--- config.mk ---
export PLATFORM = sky130hd
export DESIGN_NAME = lhe_div
export DESIGN_NICKNAME = d
export VERILOG_FILES = /design/src/hdl/lhe_pkg.sv /design/src/hdl/lhe_div.sv
export SDC_FILE = /design/constraint.sdc
export NUM_CORES = 1
export LEC_CHECK = 0
export ABC_CLOCK_PERIOD_IN_PS = 3170
export BUFFER_PORTS_ARGS = -buffer_cell sky130_fd_sc_hd__buf_2
export CAP_MARGIN = 20
export CORE_UTILIZATION = 50
export CTS_BUF_LIST = sky130_fd_sc_hd__clkbuf_16
export DETAILED_ROUTE_END_ITERATION = 16
export PLACE_DENSITY = 0.7
export SLEW_MARGIN = 30
export SYNTH_ARGS = -nofsm -noshare
export SYNTH_HDL_FRONTEND = slang
export SYNTH_SLANG_ARGS = --single-unit
export TNS_END_PERCENT = 100
--- constraint.sdc ---
create_clock -name clk -period 3.17 [get_ports clk]
set_input_delay 0.4755 -clock clk [delete_from_list [all_inputs] [get_ports clk]]
set_output_delay 0.4755 -clock clk [all_outputs]
set_load 0.005 [all_outputs]
--- src/hdl/lhe_pkg.sv ---
// shared types, constants and helpers for the led hsl effect generator
package lhe_pkg;

	localparam int SIZE_W = 16;
	localparam int CFG_W = 16;
	localparam int IDX_W = 3;

	localparam int TICKS_PER_K = 1000;
	localparam int HUE_DEG = 360;
	localparam int LVL_DEN = 255;

	// Q0.16 constants, one extra bit so unity itself fits
	localparam logic [16:0] UNITY = 17'h10000;
	localparam logic [16:0] HALF = 17'h08000;
	localparam logic [16:0] THIRD = 17'd21845;
	localparam logic [16:0] TWO_THIRDS = 17'd43690;

	typedef enum logic [IDX_W-1:0] {
		REG_MODE,
		REG_FRAME_SIZE,
		REG_BASE_HUE,
		REG_SATURATION,
		REG_LIGHTNESS,
		REG_HUE_RATE,
		REG_SECOND_RATE,
		REG_DUTY
	} reg_idx_t;

	typedef enum logic [1:0] {
		MODE_SPARK_ASYNC,
		MODE_SPARK_SYNC,
		MODE_METEOR_ASYNC,
		MODE_METEOR_SYNC
	} mode_t;

	typedef struct packed {
		mode_t             mode;
		logic [SIZE_W-1:0] frame_size;
		logic [7:0]        base_hue;
		logic [7:0]        saturation;
		logic [7:0]        lightness;
		logic [7:0]        hue_rate;
		logic [7:0]        second_rate;
		logic [7:0]        duty;
	} cfg_t;

	function automatic logic [7:0] clamp_level(input logic [9:0] v, input logic [7:0] lo,
		input logic [7:0] hi);
		logic [7:0] res;
		if (v < {2'b00, lo}) begin
			res = lo;
		end else if (v > {2'b00, hi}) begin
			res = hi;
		end else begin
			res = v[7:0];
		end
		return res;
	endfunction

endpackage

--- src/hdl/lhe_div.sv ---
// pipelined restoring divider, one quotient bit per stage
module lhe_div
	import lhe_pkg::*;
#(
	parameter int NB = 16,
	parameter int SW = 1
) (
	input  logic              clk,
	input  logic              arst_n,
	input  logic              en,
	input  logic              vld_in,
	input  logic [SIZE_W-1:0] rem_in,
	input  logic [NB-1:0]     num_in,
	input  logic [SIZE_W-1:0] den,
	input  logic [SW-1:0]     side_in,
	output logic              vld_out,
	output logic [NB-1:0]     quo,
	output logic [SIZE_W-1:0] rem,
	output logic [SW-1:0]     side_out
);

	logic              vld_s  [NB];
	logic [SIZE_W-1:0] rem_s  [NB];
	logic [NB-1:0]     num_s  [NB];
	logic [NB-1:0]     quo_s  [NB];
	logic [SW-1:0]     side_s [NB];

	for (genvar k = 0; k < NB; k++) begin : g_stage
		logic              vld_p;
		logic [SIZE_W-1:0] rem_p;
		logic [NB-1:0]     num_p;
		logic [NB-1:0]     quo_p;
		logic [SW-1:0]     side_p;
		logic [SIZE_W:0]   trial;
		logic              fits;

		if (k == 0) begin : g_head
			assign vld_p = vld_in;
			assign rem_p = rem_in;
			assign num_p = num_in;
			assign quo_p = '0;
			assign side_p = side_in;
		end else begin : g_body
			assign vld_p = vld_s[k-1];
			assign rem_p = rem_s[k-1];
			assign num_p = num_s[k-1];
			assign quo_p = quo_s[k-1];
			assign side_p = side_s[k-1];
		end

		// shift the next dividend bit into the partial remainder
		assign trial = {rem_p, num_p[NB-1]};
		assign fits = trial >= {1'b0, den};

		always_ff @(posedge clk or negedge arst_n) begin
			if (!arst_n) begin
				vld_s[k] <= 1'b0;
			end else if (en) begin
				vld_s[k] <= vld_p;
			end
		end

		always_ff @(posedge clk) begin
			if (en) begin
				rem_s[k] <= fits ? SIZE_W'(trial - {1'b0, den}) : trial[SIZE_W-1:0];
				num_s[k] <= num_p << 1;
				quo_s[k] <= (quo_p << 1) | NB'(fits);
				side_s[k] <= side_p;
			end
		end
	end

	assign vld_out = vld_s[NB-1];
	assign quo = quo_s[NB-1];
	assign rem = rem_s[NB-1];
	assign side_out = side_s[NB-1];

endmodule

* Word-level counts from Yosys, hierarchy flattened
Memories as Yosys holds them, arrays and structs flattened. Cells that the tools add are included.
Word-level totals: logic and storage cells 85, memory bits (writable) 768, output and inout bits 34, memories kept 4, flip-flop bits (word level) 16, input bits 53
Memories:
- quo_s | depth 16, width 16, read ports 16, clocked after memory_dff 0, write ports 16, RTL line lhe_div.sv:25 | logic [NB-1:0] quo_s [NB];
- rem_s | depth 16, width 16, read ports 16, clocked after memory_dff 0, write ports 16, RTL line lhe_div.sv:23 | logic [SIZE_W-1:0] rem_s [NB];
- num_s | depth 16, width 15, read ports 15, clocked after memory_dff 0, write ports 16, RTL line lhe_div.sv:24 | logic [NB-1:0] num_s [NB];
- side_s | depth 16, width 1, read ports 16, clocked after memory_dff 0, write ports 16, RTL line lhe_div.sv:26 | logic [SW-1:0] side_s [NB];
Operators by class: multiplexer cells 18, order comparisons 16, bitwise logic cells 15, add/sub/neg operators 16
Operators by type and width (number):
- 17-bit by 16-bit >= comparator with 1-bit output | 16
- 16-bit 2-to-1 mux | 16
- 16-bit subtractor | 16
- 16-bit by 1-bit bitwise OR with 16-bit output | 15
- 1-bit 2-to-1 mux | 2

* Longest topological paths before layout
Gate-level depths: netlist of run 1. An unclocked memory read counts as a cell.
word-level depth 3, gate-level depth with buffers 13, gate-level depth less buffers 12

* Worst setup path before layout of run 1
No wires, ideal clock.
path type input -> register, start input den[1], end memory rem_s[4][8] (netlist: rem_s[0][72]) (data pin), path buffers 1, stages 11, arrival 3.107 ns, setup slack -0.197 ns, cell sequence inv_1 -> ha_1 -> nor2b_4 -> o31a_1 -> o31a_1 -> or3_4 -> a31oi_4 -> o21ai_2 -> o32ai_4 -> buf_12 -> mux2_4
RTL lines:
- from (decl) | RTL line lhe_div.sv:14 | input logic [SIZE_W-1:0] den,
- to (decl) | RTL line lhe_div.sv:23

==> results of run 1 <==
==> critical path, delay by kind of cell (launching register included) <==
family / cells / cell delay [ns]
muxes: 1 / 0.26
buffers and inverters: 1 / 0.06
AOI/OAI and AO/OA: 4 / 0.76
and+or+nand+nor: 4 / 0.73
DFF: 1 / 0.35
adders and majority gates: 2 / 0.63
==> report_power, final <==
group	internal (W)	switching (W)	total, W
clock network	0.00401	0.00285	0.00685
logic	0.00943	0.00912	0.0185
registers	0.0110	0.00124	0.0123
total	0.0245	0.0132	0.0377
==> synthesized netlist by cell type (all sizes together), types with 18 or more instances <==
| library cell | count | area (um2) |
|---|---|---|
| nand2b | 33 | 206 |
| nor2b | 42 | 270 |
| nor3 | 61 | 305 |
| a211oi | 18 | 135 |
| a21oi | 205 | 1030 |
| buf | 26 | 158 |
| xor2 | 70 | 613 |
| xnor2 | 113 | 990 |
| ha | 256 | 3200 |
| edfxtp | 528 | 15900 |
| o21a | 36 | 270 |
| a21o | 66 | 495 |
| inv | 107 | 402 |
| o31ai | 21 | 171 |
| nand4 | 36 | 225 |
| and3 | 21 | 131 |
| o21bai | 22 | 165 |
| mux2 | 120 | 1380 |
| o21ai | 158 | 802 |
| nand2 | 136 | 513 |
| clkbuf | 19 | 73.8 |
| a31oi | 23 | 189 |
| nor2 | 215 | 807 |
| nand3 | 43 | 215 |
==> per-layer routing <==
metal	track usage	up-vias	wire length, um
li1	-	10800	-
met1	0.297	10500	31700
met2	0.411	457	36100
met3	0.0306	157	2940
met4	0.0868	0	2660
met5	0	-	0
==> state kept, by name, summed over array words and instances (netlist names) <==
name / cells
vld_out: 1
g_stage.vld_p: 15
quo_s: 136
num_s: 120
side_s: 16
rem_s: 256
==> kinds of logic (layout without fill, tap and decap cells) <==
| logic type | after synthesis | count (layout) | share of synthesized area |
|---|---|---|---|
| muxes | 136 | 136 | 0.0500 |
| adders and majority gates | 272 | 272 | 0.114 |
| buffers and inverters | 152 | 693 | 0.0206 |
| and+or+nand+nor | 645 | 645 | 0.100 |
| AOI/OAI and AO/OA | 649 | 649 | 0.135 |
| DFF | 544 | 544 | 0.528 |
| xor gates and xnor gates | 183 | 183 | 0.0521 |
==> per-stage QoR <==
step | instances | power, W | hold WS [ns] | util
floorplan | 2581 | 0.0241 | 0.180 | -
global placement | 3789 | 0.0302 | 0.397 | 0.585
detailed placement | 3789 | 0.0308 | 0.405 | 0.585
CTS | 3903 | 0.0378 | 0.000255 | 0.618
global route | 3904 | 0.0403 | 0.00830 | 0.619
finish | 3904 | 0.0377 | 0.0419 | 0.619
==> cell type report <==
cell class                 instances  area, um2
clock buffer                      57       1430
clock inverter                    48        488
fill                            4779      23100
inverter                         107        413
multi-input combinational       1885      14000
sequential                       544      16300
tap                              782        978
timing repair buffer             481       3980
==> worst paths after layout <==
kind / depth (start not counted) / end / startpoint / slack (ns)
setup / recovery: 12 / rem_s[0][62] / num_s[2][14] / 0.12
hold / removal: 1 / num_s[0][10] / num_in[10] / 0.04
setup reg to reg: 12 / rem_s[0][62] / num_s[2][14] / 0.12
hold reg to reg: 0 / num_s[9][9] / num_s[8][8] / 0.41
max in group asynchronous: 2 / g_stage[12].vld_p / arst_n / 2.59
min in group asynchronous: 2 / vld_out / arst_n / 0.31
==> layout by cell type (no fill, tap or decap), types with 111 or more instances in the layout <==
cell type / netlist / layout
ha_1: 256 / 254
xnor2_1: 113 / 113
nand2_1: 135 / 135
buf_4: 5 / 342
inv_1: 107 / 114
edfxtp_1: 528 / 528
mux2_2: 111 / 111
nor2_1: 215 / 215
o21ai_0: 144 / 143
a21oi_1: 205 / 203
==> what timing repair did <==
item                       CTS  global route
hold buffers                 9             0
gates resized for setup      0             7
hold endpoints to repair    24             0
setup buffers                0             1
setup endpoints to repair    0            24
==> summary.txt, run 1 <==
Status
  • Status: completed

Synth
  • Post-synthesis cell count: 2581
  • Asr flop ratio synth: 0.0294
  • EDFF count, synth: 528
  • Synth Register Bits: 544
  • Yosys warnings: 0
  • Cell Area, Synth: 30800 um2
  • Synth Flop Type: edfxtp_1
  • Net Count, Synth: 2906
  • Post-synth cell types: 78
  • Seq/Total Area, Yosys: 0.528
  • Avg Cell Area, Syn: 11.9 um2

Clock tree
  • CTS tree: built
  • Longest Clk Path Bufs: 3
  • Clk root buf: clkbuf_16
  • Num CTS Buffers: 57
  • Clk sink count: 544
  • H-tree depth: 2
  • Worst-Skew Late Latency: 0.62 ns
  • Clock slew at reported path FFs: 0.06 ns

Placement
  • Dpl ws: -0.418 ns
  • I/O Buffers: 86
  • Post-place instance area: 35500 um2
  • Post-DP HPWL: 54700 um
  • RD Place Congestion: 0.915

Global route
  • GR Overflow Total: 0
  • First-pass GRT wire length: 116000 um
  • Vias in the first global route: 22000
  • Largest net degree at the start of global routing: 76
  • GRT Overall Usage: 0.235
  • Initial antenna violation count: 0

Worst setup path
  • Critical path capture point type: flip-flop
  • Worst path arrival time: 3.42 ns
  • Most frequent CP cell: nor3_1
  • Setup CP Type: flip-flop to flip-flop
  • Critical Path RT: 3.53 ns
  • Worst-path cell chain: inv_1 > ha_1 > fa_1 > nor2b_1 > o31a_1 > o211ai_1 > a21oi_1 > nor3_1 > nor3_1 > nor4b_1 > a211o_1 > mux2_2
  • Worst-path fanout max: 2
  • Highest cell delay on the worst timing path: 0.42 ns
  • Worst setup SP type: flip-flop
  • Slowest stage cell, crit path: fa_1

Final layout
  • Nets: 3401
  • Final Cell Area: 37500 um2
  • Area growth, synth to finish: 21.9%
  • Share of post-route cells with drive strength above 1: 0.231
  • Ant diodes: 0

STA
  • Worst-Margin Slew: 0.615 ns
  • Final setup viols: 0
  • Final Cycle Share: 0.963
  • Maximum clock frequency: 327 MHz
  • Final worst setup slack: 0.116 ns
  • Max transition margin: 0.590
  • Setup TNS Final: 0 ns
  • Worst Skew: 0.0187 ns
  • Final Critical Period: 3.05 ns
  • Final hold violation count: 0
  • Fin. max-slew vios: 0

Route
  • Via/cell ratio: 5.60
  • DR DRC count: 0
  • DRT Wirelength: 73400 um
  • DR vias: 21900
  • Iter 0 DRT Violations: 1388
  • DRT antenna net count: 0
  • Initial DRT Pass Iterations: 7
  • Average wire per standard cell: 18.8 um

Die
  • Die X: 250 um
  • Core region area: 60600 um2
  • IO Count: 87
  • Die area: 62600 um2
  • Initial Utilization: 0.508
  • Row count: 90
  • Die height: 250 um

Job
  • Maxcap violations: 0

Pwr
  • PwrDens: 1000 nW/um2
  • Leakage: 15.3 nW
  • Peak VDD IR: 0.000459 V

Hold path
  • Hold Crit Class: input port to flip-flop
Note: power is estimated with default switching activity, not from simulation.
==> inputs of run 2 (changes only) <==
--- a/config.mk
+++ b/config.mk
@@ -6,7 +6,7 @@
 export NUM_CORES = 1
 export LEC_CHECK = 0
 export ABC_CLOCK_PERIOD_IN_PS = 3170
-export BUFFER_PORTS_ARGS = -buffer_cell sky130_fd_sc_hd__buf_2
+export BUFFER_PORTS_ARGS = -buffer_cell sky130_fd_sc_hd__buf_4
 export CAP_MARGIN = 20
 export CORE_UTILIZATION = 50
 export CTS_BUF_LIST = sky130_fd_sc_hd__clkbuf_16
==> summary.txt, run 2 (same netlist as run 1, synthesis figures left out) <==
Status
  • Status: completed (unchanged)

Final layout
  • Share of post-route cells with drive strength above 1: 0.219 (was 0.231)
  • Commonest cells after routing, fill and taps aside: edfxtp_1, buf_4, ha_1, nor2_1, a21oi_1 (unchanged)
  • Commonest non-fill, non-tap cell in the layout: edfxtp_1 (unchanged)
  • Fin util: 0.619 (about the same)
  • Max FFs per register: 256 (unchanged)
  • Reg with most FFs: rem_s (unchanged)
  • Nets: 3365 (was 3401)
  • Largest registers: rem_s: 256 flops, quo_s: 136 flops, num_s: 120 flops (unchanged)
  • Ant diodes: 0 (unchanged)
  • Area growth, synth to finish: 21.8% (was 21.9%)

Worst setup path
  • Critical path buffers and inverters: 1 (unchanged)
  • Worst-path fanout max: 22 (was 2)
  • Highest cell delay on the worst timing path: 0.43 ns (was 0.42 ns)
  • Crit path from: rem_s[1][64] (was num_s[2][14])
  • Slowest stage cell, crit path: edfxtp_1 (was fa_1)
  • Worst reg2reg path startpoint: rem_s[1][64] (was num_s[2][14])
  • Critical path's top delay family: compound AO/OA/AOI/OAI gates (unchanged)
  • Critical path capture point type: flip-flop (unchanged)
  • Worst-path cell chain: ha_1 > nor2b_1 > o21ai_1 > a21oi_1 > o31a_1 > o31a_1 > o311a_1 > o32ai_2 > buf_4 > o21ai_0 (was inv_1 > ha_1 > fa_1 > nor2b_1 > o31a_1 > o211ai_1 > a21oi_1 > nor3_1 > nor3_1 > nor4b_1 > a211o_1 > mux2_2)
  • Reg-to-reg endpoint: rem_s[1][82] (was rem_s[0][62])
  • Reg2reg path depth: 10 (was 12)
  • Worst path arrival time: 3.34 ns (was 3.42 ns)
  • Most frequent CP cell: o31a_1 (was nor3_1)
  • Critical Path RT: 3.52 ns (was 3.53 ns)
  • Setup CP Type: flip-flop to flip-flop (unchanged)
  • Worst setup SP type: flip-flop (unchanged)
  • R2r setup slk: 0.18 ns (was 0.12 ns)

STA
  • Setup TNS Final: 0 ns (unchanged)
  • Worst Skew: 0.0163 ns (was 0.0187 ns)
  • Final hold violation count: 0 (unchanged)
  • Final Critical Period: 2.99 ns (was 3.05 ns)
  • Final Cycle Share: 0.943 (was 0.963)
  • Max transition margin: 0.589 (was 0.590)
  • RSZ-0062 raised after global routing: no
  • Fin. max-slew vios: 0 (unchanged)
  • Maximum clock frequency: 334 MHz (was 327 MHz)
  • Final setup viols: 0 (unchanged)
  • Final hold slack: 0.0369 ns (was 0.0419 ns)
  • Worst-Margin Slew: 0.617 ns (was 0.615 ns)

Hold path
  • Hold path depth: 1 (unchanged)
  • Hold Crit Class: input port to flip-flop (unchanged)
  • Hold path startpoint: num_in[5] (was num_in[10])
  • Worst Hold Endpoint: num_s[0][5] (was num_s[0][10])

Job
  • Maxcap violations: 0 (unchanged)

Pwr
  • Register share of total power: 0.328 (was 0.326)
  • Switching share of total power: 0.348 (was 0.350)
  • Switching Power: 0.0131 W (was 0.0132 W)
  • Gate power share: 0.484 (was 0.492)
  • PwrDens: 1000 nW/um2 (about the same)
  • Leakage: 15.3 nW (about the same)
  • Power share of the clock group: 0.188 (was 0.182)
  • Power, Total: 0.0375 W (was 0.0377 W)
  • Peak VDD IR: 0.000507 V (was 0.000459 V)
  • Power Internal: 0.0245 W (about the same)

Clock tree
  • H-tree depth: 2 (unchanged)
  • Longest Clk Path Bufs: 3 (unchanged)
  • Clk sink count: 544 (unchanged)
  • Worst-Skew Late Latency: 0.63 ns (was 0.62 ns)
  • Num CTS Buffers: 60 (was 57)
  • CTS tree: built (unchanged)
  • Clock slew at reported path FFs: 0.06 ns (about the same)
  • Clk root buf: clkbuf_16 (unchanged)

Die
  • Core region area: 60600 um2 (unchanged)
  • Die height: 250 um (unchanged)
  • IO Count: 87 (unchanged)
  • Die X: 250 um (unchanged)
  • Die area: 62600 um2 (unchanged)
  • Row count: 90 (unchanged)
  • Initial Utilization: 0.508 (unchanged)

Route
  • Iter 0 DRT Violations: 1515 (was 1388)
  • DRT Wirelength: 72600 um (was 73400 um)
  • DRT antenna net count: 0 (unchanged)
  • Initial DRT Pass Iterations: 6 (was 7)
  • DR vias: 21900 (about the same)
  • DR DRC count: 0 (unchanged)
  • Average wire per standard cell: 18.7 um (was 18.8 um)
  • Via/cell ratio: 5.67 (was 5.60)

Global route
  • Initial antenna violation count: 0 (unchanged)
  • Largest net degree at the start of global routing: 94 (was 76)
  • GRT Overall Usage: 0.234 (was 0.235)
  • GR Overflow Total: 0 (unchanged)
  • Vias in the first global route: 22200 (was 22000)
  • First-pass GRT wire length: 116000 um (about the same)

Placement
  • Post-DP HPWL: 53500 um (was 54700 um)
  • RD Place Congestion: 0.928 (was 0.915)
  • I/O Buffers: 86 (unchanged)
==> run 2: changes by cell type in the layout (fill, tap and decap cells not counted), sizes merged <==
cell and change:
clkinvlp -3, buf -45, clkbuf +6, inv -1, dlygate4sd3 +6, clkinv +6
bufinv -1
==> run 2: worst max path at each step <==
stage | depth (start not counted) | endpoint | slack [ns]
after global placement | 12 | rem_s[1][51] | -0.33
final | 10 | rem_s[1][82] | 0.18
after detailed placement | 13 | rem_s[0][60] | -0.37
after global routing | 12 | rem_s[1][78] | 0.02
after CTS | 10 | rem_s[1][73] | 0.04
after floorplan | 11 | rem_s[0][72] | -0.0009
==> run 2: layer usage <==
layer,vias up,part of all wire,global-route usage
met5,-,0,0
met4,0,0.038,0.0873
met3,156,0.038,0.0284
met2,517,0.50,0.414
met1,10600,0.42,0.292
li1,10700,-,-
==> run 2: repair_timing <==
action,4_1_cts,5_1_grt
buffers inserted,0,1
setup endpoints to repair,0,40
resized for setup,0,10
hold endpoints to repair,30,0
hold buffers,15,0
==> run 2: power groups by stage <==
stage	clock network [W]	logic [W]	registers [W]
final	0.00707	0.0182	0.0123
after global routing	0.00751	0.0201	0.0125
after CTS	0.00724	0.0180	0.0123
after detailed placement	0	0.0179	0.0125
after global placement	0	0.0173	0.0124
after floorplan	0	0.0124	0.0118
==> run 2: cell type report <==
class / count / area, um2
Multi-Input combinational cell: 1885 / 14000
Tap cell: 782 / 978
Inverter: 107 / 413
Timing Repair Buffer: 442 / 3840
Sequential cell: 544 / 16300
Fill cell: 4720 / 23100
Clock inverter: 49 / 440
Clock buffer: 63 / 1580
==> run 2: metrics by stage <==
stage	worst slack (ns)	cell area (um2)	std cells
final	0.180	37500	3872
after global routing	0.0192	37500	3872
after CTS	0.0445	37400	3871
after detailed placement	-0.366	35300	3744
after global placement	-0.326	35300	3744
after floorplan	-0.000874	30800	2581
==> inputs of run 3 (changes only) <==
--- a/config.mk
+++ b/config.mk
@@ -5,13 +5,13 @@
 export SDC_FILE = /design/constraint.sdc
 export NUM_CORES = 1
 export LEC_CHECK = 0
-export ABC_CLOCK_PERIOD_IN_PS = 3170
+export ABC_CLOCK_PERIOD_IN_PS = 3000
 export BUFFER_PORTS_ARGS = -buffer_cell sky130_fd_sc_hd__buf_4
 export CAP_MARGIN = 20
 export CORE_UTILIZATION = 50
 export CTS_BUF_LIST = sky130_fd_sc_hd__clkbuf_16
 export DETAILED_ROUTE_END_ITERATION = 16
-export PLACE_DENSITY = 0.7
+export PLACE_DENSITY = 0.67
 export SLEW_MARGIN = 30
 export SYNTH_ARGS = -nofsm -noshare
 export SYNTH_HDL_FRONTEND = slang
==> constraint.sdc (replaced) <==
create_clock -name clk -period 3 [get_ports clk]
set_input_delay 0.45 -clock clk [delete_from_list [all_inputs] [get_ports clk]]
set_output_delay 0.45 -clock clk [all_outputs]
set_load 0.005 [all_outputs]
==> summary.txt, run 3 (same netlist as run 1, synthesis figures left out) <==
Die
  • IO Count: 87 (unchanged)
  • Die area: 62600 um2 (unchanged)
  • Initial Utilization: 0.508 (unchanged)
  • Core region area: 60600 um2 (unchanged)
  • Row count: 90 (unchanged)
  • Die height: 250 um (unchanged)
  • Die X: 250 um (unchanged)

Route
  • DRT Wirelength: 75200 um (was 72600 um)
  • Average wire per standard cell: 18.7 um (about the same)
  • DR vias: 22700 (was 21900)
  • Iter 0 DRT Violations: 1324 (was 1515)
  • DRT antenna net count: 0 (unchanged)
  • Initial DRT Pass Iterations: 5 (was 6)
  • DR DRC count: 0 (unchanged)
  • Via/cell ratio: 5.64 (was 5.67)

Final layout
  • Commonest cells after routing, fill and taps aside: buf_4, edfxtp_1, ha_1, nor2_1, a21oi_1 (was edfxtp_1, buf_4, ha_1, nor2_1, a21oi_1)
  • Fin util: 0.642 (was 0.619)
  • Nets: 3518 (was 3365)
  • Max FFs per register: 256 (unchanged)
  • Final Cell Area: 38900 um2 (was 37500 um2)
  • Reg with most FFs: rem_s (unchanged)
  • Sequential Area: 16300 um2 (unchanged)
  • Filler cell count: 4696 (was 4720)
  • Footprint of the multi-input gates: 14200 um2 (was 14000 um2)
  • Area growth, synth to finish: 26.3% (was 21.8%)
  • Commonest non-fill, non-tap cell in the layout: buf_4 (was edfxtp_1)
  • Ant diodes: 0 (unchanged)
  • Largest registers: rem_s: 256 flops, quo_s: 136 flops, num_s: 120 flops (unchanged)
  • Share of post-route cells with drive strength above 1: 0.272 (was 0.219)

STA
  • Fin. max-slew vios: 0 (unchanged)
  • Max transition margin: 0.608 (was 0.589)
  • Final worst setup slack: 0.0800 ns (was 0.180 ns)
  • Final hold violation count: 0 (unchanged)
  • Final hold slack: 0.0777 ns (was 0.0369 ns)
  • Final Critical Period: 2.92 ns (was 2.99 ns)
  • Final setup viols: 0 (unchanged)
  • Maximum clock frequency: 342 MHz (was 334 MHz)
  • Final Cycle Share: 0.973 (was 0.943)
  • Worst-Margin Slew: 0.586 ns (was 0.617 ns)
  • Worst Skew: 0.0204 ns (was 0.0163 ns)

Clock tree
  • CTS tree: built (unchanged)
  • Clk sink count: 544 (unchanged)
  • Clock slew at reported path FFs: 0.06 ns (about the same)
  • Worst-Skew Late Latency: 0.62 ns (was 0.63 ns)
  • Num CTS Buffers: 59 (was 60)
  • Longest Clk Path Bufs: 3 (unchanged)
  • Clk root buf: clkbuf_16 (unchanged)
  • H-tree depth: 2 (unchanged)

Worst setup path
  • Setup CP Type: flip-flop to flip-flop (unchanged)
  • Worst-path fanout max: 3 (was 22)
  • Critical path capture point type: flip-flop (unchanged)
  • Critical Path RT: 3.37 ns (was 3.52 ns)
  • Worst setup SP type: flip-flop (unchanged)
  • Worst path arrival time: 3.29 ns (was 3.34 ns)

Placement
  • I/O Buffers: 86 (unchanged)
  • Post-place instance area: 36300 um2 (was 35300 um2)
  • Post-DP HPWL: 55400 um (was 53500 um)
  • Dpl ws: -0.581 ns (was -0.366 ns)
  • RD Place Congestion: 0.890 (was 0.928)

Job
  • Maxcap violations: 0 (unchanged)

Global route
  • GRT Overall Usage: 0.240 (was 0.234)
  • Initial antenna violation count: 0 (unchanged)
  • GR Overflow Total: 0 (unchanged)
  • Largest net degree at the start of global routing: 97 (was 94)
  • Vias in the first global route: 23100 (was 22200)
  • First-pass GRT wire length: 119000 um (was 116000 um)

Status
  • Status: completed (unchanged)

Pwr
  • PwrDens: 1070 nW/um2 (was 1000 nW/um2)
  • Leakage: 16.0 nW (was 15.3 nW)
  • Peak VDD IR: 0.000485 V (was 0.000507 V)

Hold path
  • Hold Crit Class: input port to flip-flop (unchanged)
==> run 3: through the flow <==
stage	instances	total power [W]	TNS, ns
4_1_cts	4007	0.0412	0
2_1_floorplan	2581	0.0256	-3.21
3_5_place_dp	3880	0.0333	-86.53
5_1_grt	4022	0.0442	-0.438
3_3_place_gp	3880	0.0326	-78.08
6_report	4022	0.0415	0
==> run 3: path summary, 6_finish.rpt <==
path,slack [ns],depth (start not counted),start,endpoint
max reg2reg,0.08,10,rem_s[0][0],rem_s[0][27]
max,0.08,10,rem_s[0][0],rem_s[0][27]
max in group asynchronous,2.57,2,arst_n,g_stage[9].vld_p
min in group asynchronous,0.26,2,arst_n,g_stage[15].vld_p
min reg2reg,0.41,0,quo_s[2][42],quo_s[2][59]
min,0.08,2,vld_in,g_stage[1].vld_p
==> run 3: cell type report <==
| type | instances | share of cell area |
|---|---|---|
| timing repair buffer | 596 | 0.128 |
| sequential | 544 | 0.418 |
| tap | 782 | 0.0252 |
| inverter | 107 | 0.0109 |
| multi-input combinational | 1885 | 0.365 |
| clock inverter | 47 | 0.0133 |
| clock buffer | 61 | 0.0393 |
==> run 3: worst max-delay path, cell delays in order (launching register included) <==
cell	delay, ns
edfxtp_1	0.43
ha_1	0.31
nor2b_1	0.14
o21ai_0	0.25
a21boi_1	0.13
o21ai_1	0.24
nand2_1	0.11
a2111oi_0	0.45
nor3_1	0.15
xor2_1	0.16
mux2_2	0.29
==> run 3: timing repair <==
action                                  4_1_cts  5_1_grt
hold buffers                                 17        0
pin swaps                                     3       22
cloned                                        0        1
setup buffers                                 2       14
resized for setup                             8       58
endpoints found under the hold margin        32        0
endpoints found under the setup margin       37      116
==> run 3: where the power goes <==
group	leakage, nW	switching [W]	internal, W
clock	1.02	0.00309	0.00455
sequential	5.34	0.00134	0.0117
combinational	9.66	0.00997	0.0108
total	16.0	0.0144	0.0271
==> run 3: layer usage <==
metal | GRT usage | routed length, um | vias to the layer above
li1 | - | - | 11000
met1 | 0.290 | 31000 | 11000
met2 | 0.435 | 38500 | 500
met3 | 0.0287 | 2820 | 205
met4 | 0.0952 | 2920 | 0
met5 | 0 | 0 | -
